**src/rtl/lrcf_pkg.sv**
```systemverilog
`timescale 1ns / 1ps
// ----------------------------------------------------------------------------
// lrcf_pkg: shared constants and types of the ramp-fed byte ring
// Sizes, reciprocal constant for the ramp slope, and the command record
// that passes from the front part to the back part.
// ----------------------------------------------------------------------------
package lrcf_pkg;

  // Ring size; positions 0 .. RING_SLOTS-2 are used
  localparam int RING_SLOTS = 64;
  // Number of steps in one ramp
  localparam int RAMP_STEPS = 50;

  localparam int IDX_W = $clog2(RING_SLOTS);
  localparam int CNT_W = $clog2(RAMP_STEPS + 1);
  localparam int GAP_W = (IDX_W > 8) ? IDX_W : 8;

  // Rounded-up reciprocal of RAMP_STEPS; exact quotient for any 8-bit dividend
  localparam int RECIP_SHIFT = 16;
  localparam int RECIP       = (2 ** RECIP_SHIFT + RAMP_STEPS - 1) / RAMP_STEPS;
  localparam int RECIP_W     = RECIP_SHIFT + 1;

  // Function codes on the input tuser
  localparam logic [1:0] FUNC_RAMP = 2'd0;
  localparam logic [1:0] FUNC_POP  = 2'd1;

  typedef enum logic [1:0] {
    KIND_RAMP,
    KIND_POP,
    KIND_STAT
  } lrcf_kind_e;

  typedef struct packed {
    lrcf_kind_e  kind;
    logic        rising;
    logic [7:0]  target;
    logic [7:0]  start;
    logic [7:0]  limit;
    logic [7:0]  diff;
    logic [7:0]  quot;     // diff / RAMP_STEPS
  } lrcf_cmd_t;

  typedef struct packed {
    logic [7:0] pop_data;
    logic       within_distance;
    logic       is_full;
    logic       is_empty;
  } lrcf_res_t;

endpackage

```
**src/rtl/lrcf_front.sv**
```systemverilog
`timescale 1ns / 1ps
// ----------------------------------------------------------------------------
// lrcf_front: request intake and classification
// Decode each beat into a command, work out the ramp span and its slope
// quotient, and hold up to two commands for the back part.
// ----------------------------------------------------------------------------
module lrcf_front (
  input  logic                clk_i,
  input  logic                rst_ni,
  input  logic                s_valid_i,
  output logic                s_ready_o,
  input  logic [1:0]          s_func_i,
  input  logic [7:0]          s_target_i,
  input  logic [7:0]          s_start_i,
  input  logic [7:0]          s_limit_i,
  output logic                cmd_valid_o,
  output lrcf_pkg::lrcf_cmd_t cmd_o,
  input  logic                cmd_ready_i
);

  lrcf_pkg::lrcf_cmd_t               cmd_in;
  lrcf_pkg::lrcf_cmd_t               queue_q [2];
  logic                              wr_ptr_q, rd_ptr_q;
  logic [1:0]                        count_q;
  logic [8+lrcf_pkg::RECIP_W-1:0]    prod;
  logic                              push, pop;

  always_comb begin
    cmd_in        = '0;
    cmd_in.rising = s_target_i > s_start_i;
    cmd_in.target = s_target_i;
    cmd_in.start  = s_start_i;
    cmd_in.limit  = s_limit_i;
    cmd_in.diff   = cmd_in.rising ? (s_target_i - s_start_i) : (s_start_i - s_target_i);
    prod          = {{lrcf_pkg::RECIP_W{1'b0}}, cmd_in.diff} *
                    (8 + lrcf_pkg::RECIP_W)'(lrcf_pkg::RECIP);
    cmd_in.quot   = prod[lrcf_pkg::RECIP_SHIFT +: 8];
    case (s_func_i)
      lrcf_pkg::FUNC_RAMP: begin
        // a ramp between equal levels pushes nothing
        cmd_in.kind = (s_target_i != s_start_i) ? lrcf_pkg::KIND_RAMP : lrcf_pkg::KIND_STAT;
      end
      lrcf_pkg::FUNC_POP: begin
        cmd_in.kind = lrcf_pkg::KIND_POP;
      end
      default: begin
        cmd_in.kind = lrcf_pkg::KIND_STAT;
      end
    endcase
  end

  assign s_ready_o   = (count_q != 2'd2);
  assign cmd_valid_o = (count_q != 2'd0);
  assign cmd_o       = queue_q[rd_ptr_q];
  assign push        = s_valid_i && s_ready_o;
  assign pop         = cmd_valid_o && cmd_ready_i;

  always_ff @(posedge clk_i or negedge rst_ni) begin
    if (!rst_ni) begin
      wr_ptr_q <= 1'b0;
      rd_ptr_q <= 1'b0;
      count_q  <= 2'd0;
    end else begin
      if (push) wr_ptr_q <= ~wr_ptr_q;
      if (pop)  rd_ptr_q <= ~rd_ptr_q;
      if (push && !pop)      count_q <= count_q + 2'd1;
      else if (pop && !push) count_q <= count_q - 2'd1;
    end
  end

  always_ff @(posedge clk_i) begin
    if (push) queue_q[wr_ptr_q] <= cmd_in;
  end

endmodule

```
**src/rtl/lrcf_back.sv**
```systemverilog
`timescale 1ns / 1ps
// ----------------------------------------------------------------------------
// lrcf_back: ramp engine, byte ring and result register
// Run one command at a time: step the ramp one push per cycle, pop the
// front byte, and load the status result into the output register.
// ----------------------------------------------------------------------------
module lrcf_back (
  input  logic                clk_i,
  input  logic                rst_ni,
  input  logic                cmd_valid_i,
  input  lrcf_pkg::lrcf_cmd_t cmd_i,
  output logic                cmd_ready_o,
  output logic                res_valid_o,
  output lrcf_pkg::lrcf_res_t res_o,
  input  logic                res_ready_i
);

  localparam logic [2:0] ST_IDLE  = 3'd0;
  localparam logic [2:0] ST_SETUP = 3'd1;
  localparam logic [2:0] ST_RAMP  = 3'd2;
  localparam logic [2:0] ST_POP   = 3'd3;
  localparam logic [2:0] ST_DONE  = 3'd4;

  localparam logic [lrcf_pkg::IDX_W-1:0] LAST_IDX = lrcf_pkg::IDX_W'(lrcf_pkg::RING_SLOTS - 2);
  localparam logic [lrcf_pkg::CNT_W-1:0] LAST_CNT = lrcf_pkg::CNT_W'(lrcf_pkg::RAMP_STEPS);
  localparam logic [8:0]                 STEPS9   = 9'(lrcf_pkg::RAMP_STEPS);

  logic [2:0]                   state_q;
  lrcf_pkg::lrcf_cmd_t          cmd_q;
  logic [lrcf_pkg::CNT_W-1:0]   cnt_q;
  logic [7:0]                   r0_q, step_q, rem_q;
  logic [lrcf_pkg::IDX_W-1:0]   head_q, tail_q;
  logic                         empty_q, pop_hit_q;
  logic [7:0]                   rd_q;
  logic [7:0]                   ring_mem [lrcf_pkg::RING_SLOTS];
  logic                         res_valid_q;
  lrcf_pkg::lrcf_res_t          res_q;

  logic [15:0]                  q_prod;
  logic [8:0]                   rem_sum;
  logic                         wrap;
  logic [7:0]                   step_n, rem_n, ramp_val, push_data;
  logic                         full, push_we, load_res;
  logic [lrcf_pkg::IDX_W-1:0]   tail_next, head_next, wr_idx, gap;
  lrcf_pkg::lrcf_res_t          res_d;

  // Slope remainder: diff - quot * RAMP_STEPS
  assign q_prod = {8'd0, cmd_q.quot} * 16'(lrcf_pkg::RAMP_STEPS);

  // Advance floor(i * diff / RAMP_STEPS) by quotient plus remainder carry
  always_comb begin
    rem_sum  = {1'b0, rem_q} + {1'b0, r0_q};
    wrap     = rem_sum >= STEPS9;
    rem_n    = wrap ? 8'(rem_sum - STEPS9) : rem_sum[7:0];
    step_n   = step_q + cmd_q.quot + {7'd0, wrap};
    ramp_val = cmd_q.rising ? (cmd_q.start + step_n) : (cmd_q.start - step_n);
    push_data = (cnt_q == LAST_CNT) ? cmd_q.target : ramp_val;
  end

  always_comb begin
    full      = !empty_q && ((head_q == tail_q + lrcf_pkg::IDX_W'(1)) ||
                             (head_q == '0 && tail_q == LAST_IDX));
    tail_next = (tail_q == LAST_IDX) ? '0 : tail_q + lrcf_pkg::IDX_W'(1);
    head_next = (head_q == LAST_IDX) ? '0 : head_q + lrcf_pkg::IDX_W'(1);
    wr_idx    = empty_q ? '0 : tail_next;
    push_we   = (state_q == ST_RAMP) && !full;
    gap       = tail_q - head_q;
  end

  always_comb begin
    res_d                 = '0;
    res_d.pop_data        = pop_hit_q ? rd_q : 8'd0;
    res_d.is_empty        = empty_q;
    res_d.is_full         = full;
    res_d.within_distance = empty_q || !((tail_q > head_q) &&
                            (lrcf_pkg::GAP_W'(gap) > lrcf_pkg::GAP_W'(cmd_q.limit)));
  end

  assign load_res    = (state_q == ST_DONE) && (!res_valid_q || res_ready_i);
  assign cmd_ready_o = (state_q == ST_IDLE);
  assign res_valid_o = res_valid_q;
  assign res_o       = res_q;

  always_ff @(posedge clk_i or negedge rst_ni) begin
    if (!rst_ni) begin
      state_q     <= ST_IDLE;
      cnt_q       <= '0;
      head_q      <= '0;
      tail_q      <= '0;
      empty_q     <= 1'b1;
      pop_hit_q   <= 1'b0;
      res_valid_q <= 1'b0;
    end else begin
      if (load_res)         res_valid_q <= 1'b1;
      else if (res_ready_i) res_valid_q <= 1'b0;
      case (state_q)
        ST_IDLE: begin
          if (cmd_valid_i) begin
            pop_hit_q <= 1'b0;
            case (cmd_i.kind)
              lrcf_pkg::KIND_RAMP: state_q <= ST_SETUP;
              lrcf_pkg::KIND_POP:  state_q <= ST_POP;
              default:             state_q <= ST_DONE;
            endcase
          end
        end
        ST_SETUP: begin
          cnt_q   <= lrcf_pkg::CNT_W'(1);
          state_q <= ST_RAMP;
        end
        ST_RAMP: begin
          // drop the byte while the ring is full
          if (push_we) begin
            empty_q <= 1'b0;
            tail_q  <= wr_idx;
            if (empty_q) head_q <= '0;
          end
          if (cnt_q == LAST_CNT) state_q <= ST_DONE;
          else                   cnt_q   <= cnt_q + lrcf_pkg::CNT_W'(1);
        end
        ST_POP: begin
          if (!empty_q) begin
            pop_hit_q <= 1'b1;
            if (head_q == tail_q) begin
              empty_q <= 1'b1;
              head_q  <= '0;
              tail_q  <= '0;
            end else begin
              head_q <= head_next;
            end
          end
          state_q <= ST_DONE;
        end
        ST_DONE: begin
          if (load_res) state_q <= ST_IDLE;
        end
        default: begin
          state_q <= ST_IDLE;
        end
      endcase
    end
  end

  // Datapath registers
  always_ff @(posedge clk_i) begin
    if (state_q == ST_IDLE && cmd_valid_i) cmd_q <= cmd_i;
    if (state_q == ST_SETUP) begin
      r0_q   <= cmd_q.diff - q_prod[7:0];
      step_q <= 8'd0;
      rem_q  <= 8'd0;
    end
    if (state_q == ST_RAMP) begin
      step_q <= step_n;
      rem_q  <= rem_n;
    end
    if (load_res) res_q <= res_d;
  end

  // Ring store: one write port, one registered read port
  always_ff @(posedge clk_i) begin
    if (push_we) ring_mem[wr_idx] <= push_data;
    if (state_q == ST_POP) rd_q <= ring_mem[head_q];
  end

endmodule

```
**src/rtl/linear_ramp_into_circular_fifo.sv**
```systemverilog
`timescale 1ns / 1ps
// ----------------------------------------------------------------------------
// linear_ramp_into_circular_fifo: ramp generator feeding a byte ring
// Top level: stream intake, command queue, ramp engine and result port.
// ----------------------------------------------------------------------------
// Usage
//   Slave stream s_axis: one beat per request. tuser carries the function
//   (ramp, pop, status), tdata the target level, start level and distance
//   limit. Master stream m_axis: exactly one result beat per request, in
//   order: the popped byte on tdata, the empty, full and distance flags on
//   tuser.
//   A ramp between differing levels pushes RAMP_STEPS-1 intermediate bytes
//   and then the target, one push per cycle; bytes that meet a full ring
//   are dropped. The ring holds at most RING_SLOTS-1 bytes.
// Sequence
//   A ramp passes the back engine through take-up, slope setup, one push
//   per cycle through the single ring write port, and result load; a pop
//   through take-up, a registered ring read and result load; a status
//   query or a ramp between equal levels through take-up and result load.
//   A query beat taken on an idle block goes via the queue to the result register.
// Reset and stall
//   Reset empties the ring at once (no clearing pass) and drops queued
//   requests. A stalled receiver holds the result register; the two-entry
//   command queue keeps taking beats until it fills, then tready falls.
// ----------------------------------------------------------------------------
module linear_ramp_into_circular_fifo (
  input  logic        clk_i,
  input  logic        rst_ni,
  input  logic        s_axis_tvalid_i,
  output logic        s_axis_tready_o,
  input  logic [23:0] s_axis_tdata_i,   // target_value, start_value, distance_limit
  input  logic [1:0]  s_axis_tuser_i,   // func
  output logic        m_axis_tvalid_o,
  input  logic        m_axis_tready_i,
  output logic [7:0]  m_axis_tdata_o,   // pop_data
  output logic [2:0]  m_axis_tuser_o    // is_empty, is_full, within_distance
);

  logic                cmd_valid, cmd_ready;
  lrcf_pkg::lrcf_cmd_t cmd;
  lrcf_pkg::lrcf_res_t res;

  // Front: take beats, classify, queue
  lrcf_front u_front (
    .clk_i       (clk_i),
    .rst_ni      (rst_ni),
    .s_valid_i   (s_axis_tvalid_i),
    .s_ready_o   (s_axis_tready_o),
    .s_func_i    (s_axis_tuser_i),
    .s_target_i  (s_axis_tdata_i[7:0]),
    .s_start_i   (s_axis_tdata_i[15:8]),
    .s_limit_i   (s_axis_tdata_i[23:16]),
    .cmd_valid_o (cmd_valid),
    .cmd_o       (cmd),
    .cmd_ready_i (cmd_ready)
  );

  // Back: run ramps and pops on the ring, hold the result beat
  lrcf_back u_back (
    .clk_i       (clk_i),
    .rst_ni      (rst_ni),
    .cmd_valid_i (cmd_valid),
    .cmd_i       (cmd),
    .cmd_ready_o (cmd_ready),
    .res_valid_o (m_axis_tvalid_o),
    .res_o       (res),
    .res_ready_i (m_axis_tready_i)
  );

  // Pack the result beat, lowest field first
  assign m_axis_tdata_o = res.pop_data;
  assign m_axis_tuser_o = {res.within_distance, res.is_full, res.is_empty};

endmodule

```
**config.mk**
```make
export PLATFORM = sky130hd
export DESIGN_NAME = linear_ramp_into_circular_fifo
export DESIGN_NICKNAME = d
export VERILOG_FILES = /design/src/rtl/lrcf_pkg.sv /design/src/rtl/lrcf_front.sv /design/src/rtl/lrcf_back.sv /design/src/rtl/linear_ramp_into_circular_fifo.sv
export SDC_FILE = /design/constraint.sdc
export NUM_CORES = 1
export LEC_CHECK = 0
export ABC_AREA = 1
export BUFFER_PORTS_ARGS = -buffer_cell sky130_fd_sc_hd__buf_2
export CAP_MARGIN = 20
export CORE_UTILIZATION = 50
export CTS_CLUSTER_SIZE = 40
export DETAILED_ROUTE_END_ITERATION = 10
export PLACE_DENSITY_LB_ADDON = 0.12
export SETUP_SLACK_MARGIN = 0.4
export SYNTH_ARGS = -nofsm -noshare
export SYNTH_HDL_FRONTEND = slang
export SYNTH_SLANG_ARGS = --single-unit
```
**constraint.sdc**
```tcl
create_clock -name clk_i -period 6.9 [get_ports clk_i]
set_input_delay 0.345 -clock clk_i [delete_from_list [all_inputs] [get_ports clk_i]]
set_output_delay 0.345 -clock clk_i [all_outputs]
set_load 0.02 [all_outputs]
```
==> metrics.yaml, run 1 <==
clock_tree:
  path_clk_slew_ns: 0.06
  post_cts_resized: 0
  cts_inserted_buffers: 74
  cts_tree: "yes"
  cts_root_buf: "clkbuf_16"
  cts_sinks: 695
  clk_path_buf_depth: 3
  htree_num_levels: 3
  insertion_delay_ns: 0.62
  post-cts-setup-buffers: 0
die:
  initial_core_util: 0.506
  die_x_microns: 252
  io_pins: 43
  die-area_sq_um: 63600
  core_area_sq_um: 61800
  placementRows: 91
  die_h_microns: 252
detailed_routing:
  dr.pass1.iters: 8
  wirelength_microns: 76400
  route.detailed.drc: 0
  wl_per_cell_microns: 21.1
  drt-initial-drc-count: 2110
  ant_nets: 0
  routed_via_density: 5.62
  num_vias: 20406
grt:
  grt_usage: 0.244
  grt_pass1_vias: 19689
  grt_overflow: 0
  antenna_found_initial: 1
  grt_pass1_wl_microns: 117000
  grt_max_degree: 103
timing:
  period_share: 0.834
  setup_viol: 0
  skew_ns: 0.0263
  timing_hold_violations_final: 0
  period_needed_ns: 5.76
  worstMarginPinSlew_ns: 1.07
  clock.fmax_mhz: 174
  slew_violations: 0
  finalSetupTns_ns: 0
  rsz0062_at_grt: "false"
  slew-limit-headroom: 0.288
  whs_ns: 0.0284
synth:
  synth_cell_types: 51
  syn_area_sq_um: 31300
  synth_edf_count: 667
  synth_warnings: 0
  yosys.area.top_type: "edfxtp_1"
  yosysSeqAreaShare: 0.662
  syn_nets: 2853
  avgSynthCellArea_sq_um: 11.7
  synth-main-ff-cell: "edfxtp_1"
  synth.top_cell.area_share: 0.640
  synth-seq-cells: 695
  synthCells: 2684
  yosys-top-cells-area: "edfxtp_1, nor2_1, o21ai_0"
  ys_async_sr_fraction: 0.0403
worst_setup_path:
  required_ns: 7.25
  path_class: "input port to register"
  r2r_slack_ns: 1.15
  reg2reg_depth: 30
  cpPeakStageDelay_ns: 0.61
  r2r_start: "u_back.rem_q[0]"
  cp_max_fo: 9
  crit_top_cell: "inv_1"
  setup.worst_path.end_class: "register"
  crit_path_top_delay_cell: "fa_1"
  worstPathArrival_ns: 6.11
  cp-start-kind: "input port"
  critical_path.top_delay_family: "adder cells"
  cp_num_buf_inv: 8
  worst_r2r_endpoint: "u_back.ring_mem[50][7]"
pwr:
  leakagePower_nw: 12.9
  ir_worst_vdd_mv: 0.256
  pwr-share-seq: 0.465
  p_comb_frac: 0.148
  intPower_mw: 7.69
  swShare: 0.251
  power.switching_mw: 2.57
  p_per_area_nw_per_um2: 293
  clkPwrFrac: 0.386
status:
  outcome: "complete, no violations"
final_layout:
  area_growth_syn_to_layout_pct: 12.0
  layout-drive-gt1-share: 0.0802
  antenna-diode-count: 0
  final_cell_mix: "edfxtp_1, nor2_1, nand2_1, o21ai_0, inv_1"
  final_common_cell: "edfxtp_1"
  nNetsFinal: 2904
min_path:
  min_path_cells: 1
  worstHoldStart: "s_axis_tdata_i[12]"
  holdPathEnd: "u_front.queue_q[1][23]"
  hold_class: "input port to register"
job:
  cap_violations: 0
placed_design:
  io_buffers: 42
  gp_congestion: 0.837
  hpwlAfterDp_microns: 47500
power by group through the flow:
stage / clock network [mW] / registers, mW / logic, mW
finish: 3.97 / 4.77 / 1.52
global route: 4.19 / 4.78 / 1.81
CTS: 4.03 / 4.77 / 1.54
detailed placement: 0 / 4.86 / 1.52
global placement: 0 / 4.86 / 1.48
floorplan: 0 / 4.86 / 1.14
routing by layer:
metal,wire (microns),vias to the layer above,track usage
met5,0,-,0
met4,1580,0,0.0698
met3,5390,92,0.0369
met2,35500,646,0.387
met1,34000,10007,0.351
li1,-,9661,-
worst max-delay path by stage:
stage | from | to | slack, ns | cells past startpoint
after floorplan | u_back.rem_q[0] | u_back.ring_mem[0][4] | 0.78 | 21
after global placement | u_back.rem_q[0] | u_back.ring_mem[54][6] | 1.02 | 25
after detailed placement | u_back.rem_q[0] | u_back.ring_mem[55][6] | 0.95 | 25
after CTS | u_back.rem_q[0] | u_back.ring_mem[55][6] | 0.90 | 25
after global routing | u_back.rem_q[0] | u_back.ring_mem[55][7] | 0.55 | 30
final | s_axis_tdata_i[2] | u_front.queue_q[1][0] | 1.14 | 25
flip-flops by register name, indices dropped and copies added, names as in the netlist:
name,flops
u_back.rem_q,8
u_back.empty_q,1
u_back.cmd_q,36
u_back.head_q,6
u_back.res_valid_o,1
u_back.rd_q,8
u_back.cnt_q,6
u_front.wr_ptr_q,1
u_back.ring_mem,512
u_back.state_q,3
u_back.res_o,11
u_back.tail_q,6
u_back.pop_hit_q,1
u_front.count_q,2
u_back.r0_q,8
u_front.queue_q,76
u_back.step_q,8
u_front.rd_ptr_q,1
cells by family (layout without fill, tap and decap cells):
group,count (synthesis),count (layout),synth area share
and+or+nand+nor,981,981,0.130
DFF,695,695,0.662
AOI/OAI and AO/OA,517,517,0.0949
buffers and inverters,311,419,0.0391
adders and majority gates,139,139,0.0618
xor gates and xnor gates,40,40,0.0112
muxes,1,1,0.000320
layout make-up:
cell class	count	area [sq um]
inverters	188	711
well taps	837	1050
flip-flops and latches	695	20700
fillers	5078	26800
clock inverters	37	445
multi-input cells	1678	9420
repair buffers	98	706
clock buffers	96	1970
metrics by stage:
step           instance area, sq um  power (mW)  worst slack (ns)  cells   util
2_1_floorplan                 31300        6.00             0.783   2684      -
3_3_place_gp                  32400        6.34              1.02   3470  0.523
3_5_place_dp                  32400        6.38             0.952   3470  0.523
4_1_cts                       35000        10.3             0.903   3628  0.566
5_1_grt                       35000        10.8             0.555   3629  0.567
6_report                      35000        10.3              1.14   3629  0.567
cell usage after synthesis (all sizes together), types with 2 or more instances:
| master | n |
|---|---|
| a21oi | 61 |
| a221oi | 3 |
| buf | 35 |
| clkbuf | 88 |
| dfrtp | 27 |
| edfxtp | 667 |
| fa | 26 |
| ha | 113 |
| inv | 187 |
| nand2 | 389 |
| nand3 | 108 |
| nand3b | 5 |
| nand4 | 36 |
| nor2 | 426 |
| nor3 | 8 |
| nor3b | 2 |
| o211ai | 28 |
| o21ai | 293 |
| o21bai | 5 |
| o221ai | 42 |
| o22ai | 77 |
| or2 | 5 |
| xnor2 | 15 |
| xor2 | 25 |
what timing repair did:
action | CTS | global route
hold endpoints to repair | 74 | 0
endpoints found under the setup margin | 0 | 0
hold buffers | 25 | 0
(Power assumes the default switching activity.)
==> run 2: changes to the inputs <==
==> constraint.sdc (replaced) <==
create_clock -name clk_i -period 5.6 [get_ports clk_i]
set_input_delay 0.28 -clock clk_i [delete_from_list [all_inputs] [get_ports clk_i]]
set_output_delay 0.28 -clock clk_i [all_outputs]
set_load 0.02 [all_outputs]
==> run 2 against run 1 <==
Compared with the run above:
- sequential share of layout area decreased by 1.9 points
- clock skew shrank 0.0030 ns
- combinational power is 26% higher
- sequential power increased by 23%
- highest routed layer unchanged
- design area increased by 3.2%
- largest power group unchanged
- die area is the same
- clock power up 21%
- sequential cell count is the same
- non-clock buffer count is 64 higher
- wire length rose by 4.1%
- hold slack improved by 0.033 ns
- final cell count grew 1.7%
==> metrics.yaml, run 2 (synthesized netlist as in run 1, its figures left out) <==
die:
  die_x_microns: 252
  placementRows: 91
  io_pins: 43
  die_h_microns: 252
  initial_core_util: 0.506
  core_area_sq_um: 61800
  die-area_sq_um: 63600
placed_design:
  gp_congestion: 0.883
  io_buffers: 42
  placed_area_sq_um: 32600
  hpwlAfterDp_microns: 46500
worst_setup_path:
  setup.worst_path.end_class: "register"
  r2r_start: "u_back.r0_q[0]"
  cp-start-kind: "register"
  required_ns: 6.04
  cp_max_fo: 16
  worstPathArrival_ns: 5.53
  path_class: "register to register"
  cp-startpoint: "u_back.r0_q[0]"
grt:
  grt_max_degree: 149
  grt_pass1_wl_microns: 119000
  grt_pass1_vias: 20214
  grt_overflow: 0
  antenna_found_initial: 0
  grt_usage: 0.249
clock_tree:
  cts_tree: "yes"
  insertion_delay_ns: 0.61
  path_clk_slew_ns: 0.06
  htree_num_levels: 3
  cts_root_buf: "clkbuf_16"
  clk_path_buf_depth: 3
  cts_sinks: 695
  cts_inserted_buffers: 73
timing:
  setup_viol: 0
  worstMarginPinSlew_ns: 1.02
  period_share: 0.908
  rsz0062_at_grt: "true"
  whs_ns: 0.0613
  clock.fmax_mhz: 197
  slew_violations: 0
  finalSetupTns_ns: 0
  period_needed_ns: 5.08
  timing_hold_violations_final: 0
  slew-limit-headroom: 0.320
  skew_ns: 0.0233
final_layout:
  final_cell_mix: "edfxtp_1, nor2_1, nand2_1, o21ai_0, inv_1"
  layout-drive-gt1-share: 0.116
  nNetsFinal: 2968
  final_common_cell: "edfxtp_1"
  design_area_sq_um: 36200
  fillers: 4981
  area_growth_syn_to_layout_pct: 15.6
  largest_reg_flops: 512
  regMostFlops: "u_back.ring_mem"
  finish.utilization: 0.585
  reg_top3: "u_back.ring_mem x512, u_front.queue_q x76, u_back.cmd_q x36"
detailed_routing:
  routed_via_density: 5.69
  wirelength_microns: 79500
  route.detailed.drc: 0
  ant_nets: 0
  drt-initial-drc-count: 2065
  dr.pass1.iters: 5
  num_vias: 21011
  wl_per_cell_microns: 21.6
status:
  outcome: "complete, no violations"
pwr:
  leakagePower_nw: 13.4
  p_per_area_nw_per_um2: 349
  ir_worst_vdd_mv: 0.353
min_path:
  worstHoldStart: "s_axis_tuser_i[0]"
  hold_class: "input port to register"
job:
  cap_violations: 0
[run 2: changes by cell type in the layout (fill, tap and decap cells not counted), sizes merged]
cell	change
buf	+56
bufinv	-1
clkbuf	+4
clkinv	+3
clkinvlp	-1
diode	+1
dlygate4sd3	+2
inv	-4
o21ai	+1
[run 2: stage by stage]
step	cells	setup WS, ns	total power [mW]
floorplan	2684	0.435	7.39
global placement	3493	0.212	7.81
detailed placement	3493	0.0302	7.89
CTS	3664	0.369	12.7
global route	3689	0.289	13.2
finish	3690	0.517	12.6
[run 2: path summary, 6_finish.rpt]
kind                       slack, ns  cells past startpoint                     end
min in group asynchronous       0.28                      2      u_back.res_valid_o
max in group asynchronous       4.80                      2        u_back.head_q[0]
hold / removal                  0.06                      3  u_front.queue_q[0][36]
hold reg to reg                 0.42                      0          u_back.r0_q[0]
setup / recovery                0.52                     25  u_back.ring_mem[56][7]
setup reg to reg                0.52                     25  u_back.ring_mem[56][7]
[run 2: area by class of cell]
cell class              count  area [sq um]  area share
flip-flops and latches    695         20700       0.573
multi-input cells        1679          9720       0.269
well taps                 837          1050      0.0290
diodes                      1          2.50   0.0000692
inverters                 188           716      0.0198
clock inverters            34           370      0.0102
clock buffers              94          2000      0.0553
repair buffers            162          1570      0.0434
[run 2: where the power goes]
part / total [mW] / leakage (nW) / internal (mW) / switching [mW]
combinational: 1.91 / 5.91 / 0.749 / 1.16
clock: 4.82 / 1.16 / 2.88 / 1.94
sequential: 5.88 / 6.36 / 5.84 / 0.0397
[run 2: repair_timing]
| action | 4_1_cts | 5_1_grt |
|---|---|---|
| setup buffers | 10 | 17 |
| resized for setup | 29 | 55 |
| pin swaps | 6 | 26 |
| gates cloned | 6 | 7 |
| setup endpoints to repair | 256 | 304 |
| hold buffers | 27 | 0 |
| endpoints found under the hold margin | 78 | 0 |
[run 2: layer usage]
layer	global-route usage	vias up	routed length, microns
li1	-	9796	-
met1	0.352	10291	34900
met2	0.396	788	37200
met3	0.0408	136	5330
met4	0.0758	0	2130
met5	0	-	0
[run 2: worst max-delay path, cell delays in order (launching register included)]
cell	delay, ns
edfxtp_1	0.38
ha_2	0.22
fa_2	0.57
inv_4	0.06
ha_4	0.16
nand3_4	0.07
nand3_2	0.09
nand2_2	0.09
nor2_4	0.06
nand2_4	0.07
inv_4	0.05
fa_2	0.36
fa_2	0.63
ha_4	0.15
buf_4	0.09
nand3_1	0.10
nand2_1	0.10
xor2_1	0.21
ha_1	0.33
a21oi_1	0.21
o21ai_1	0.08
a21oi_1	0.17
nand3b_1	0.13
nand3_1	0.12
nand2_4	0.19
clkbuf_16	0.22
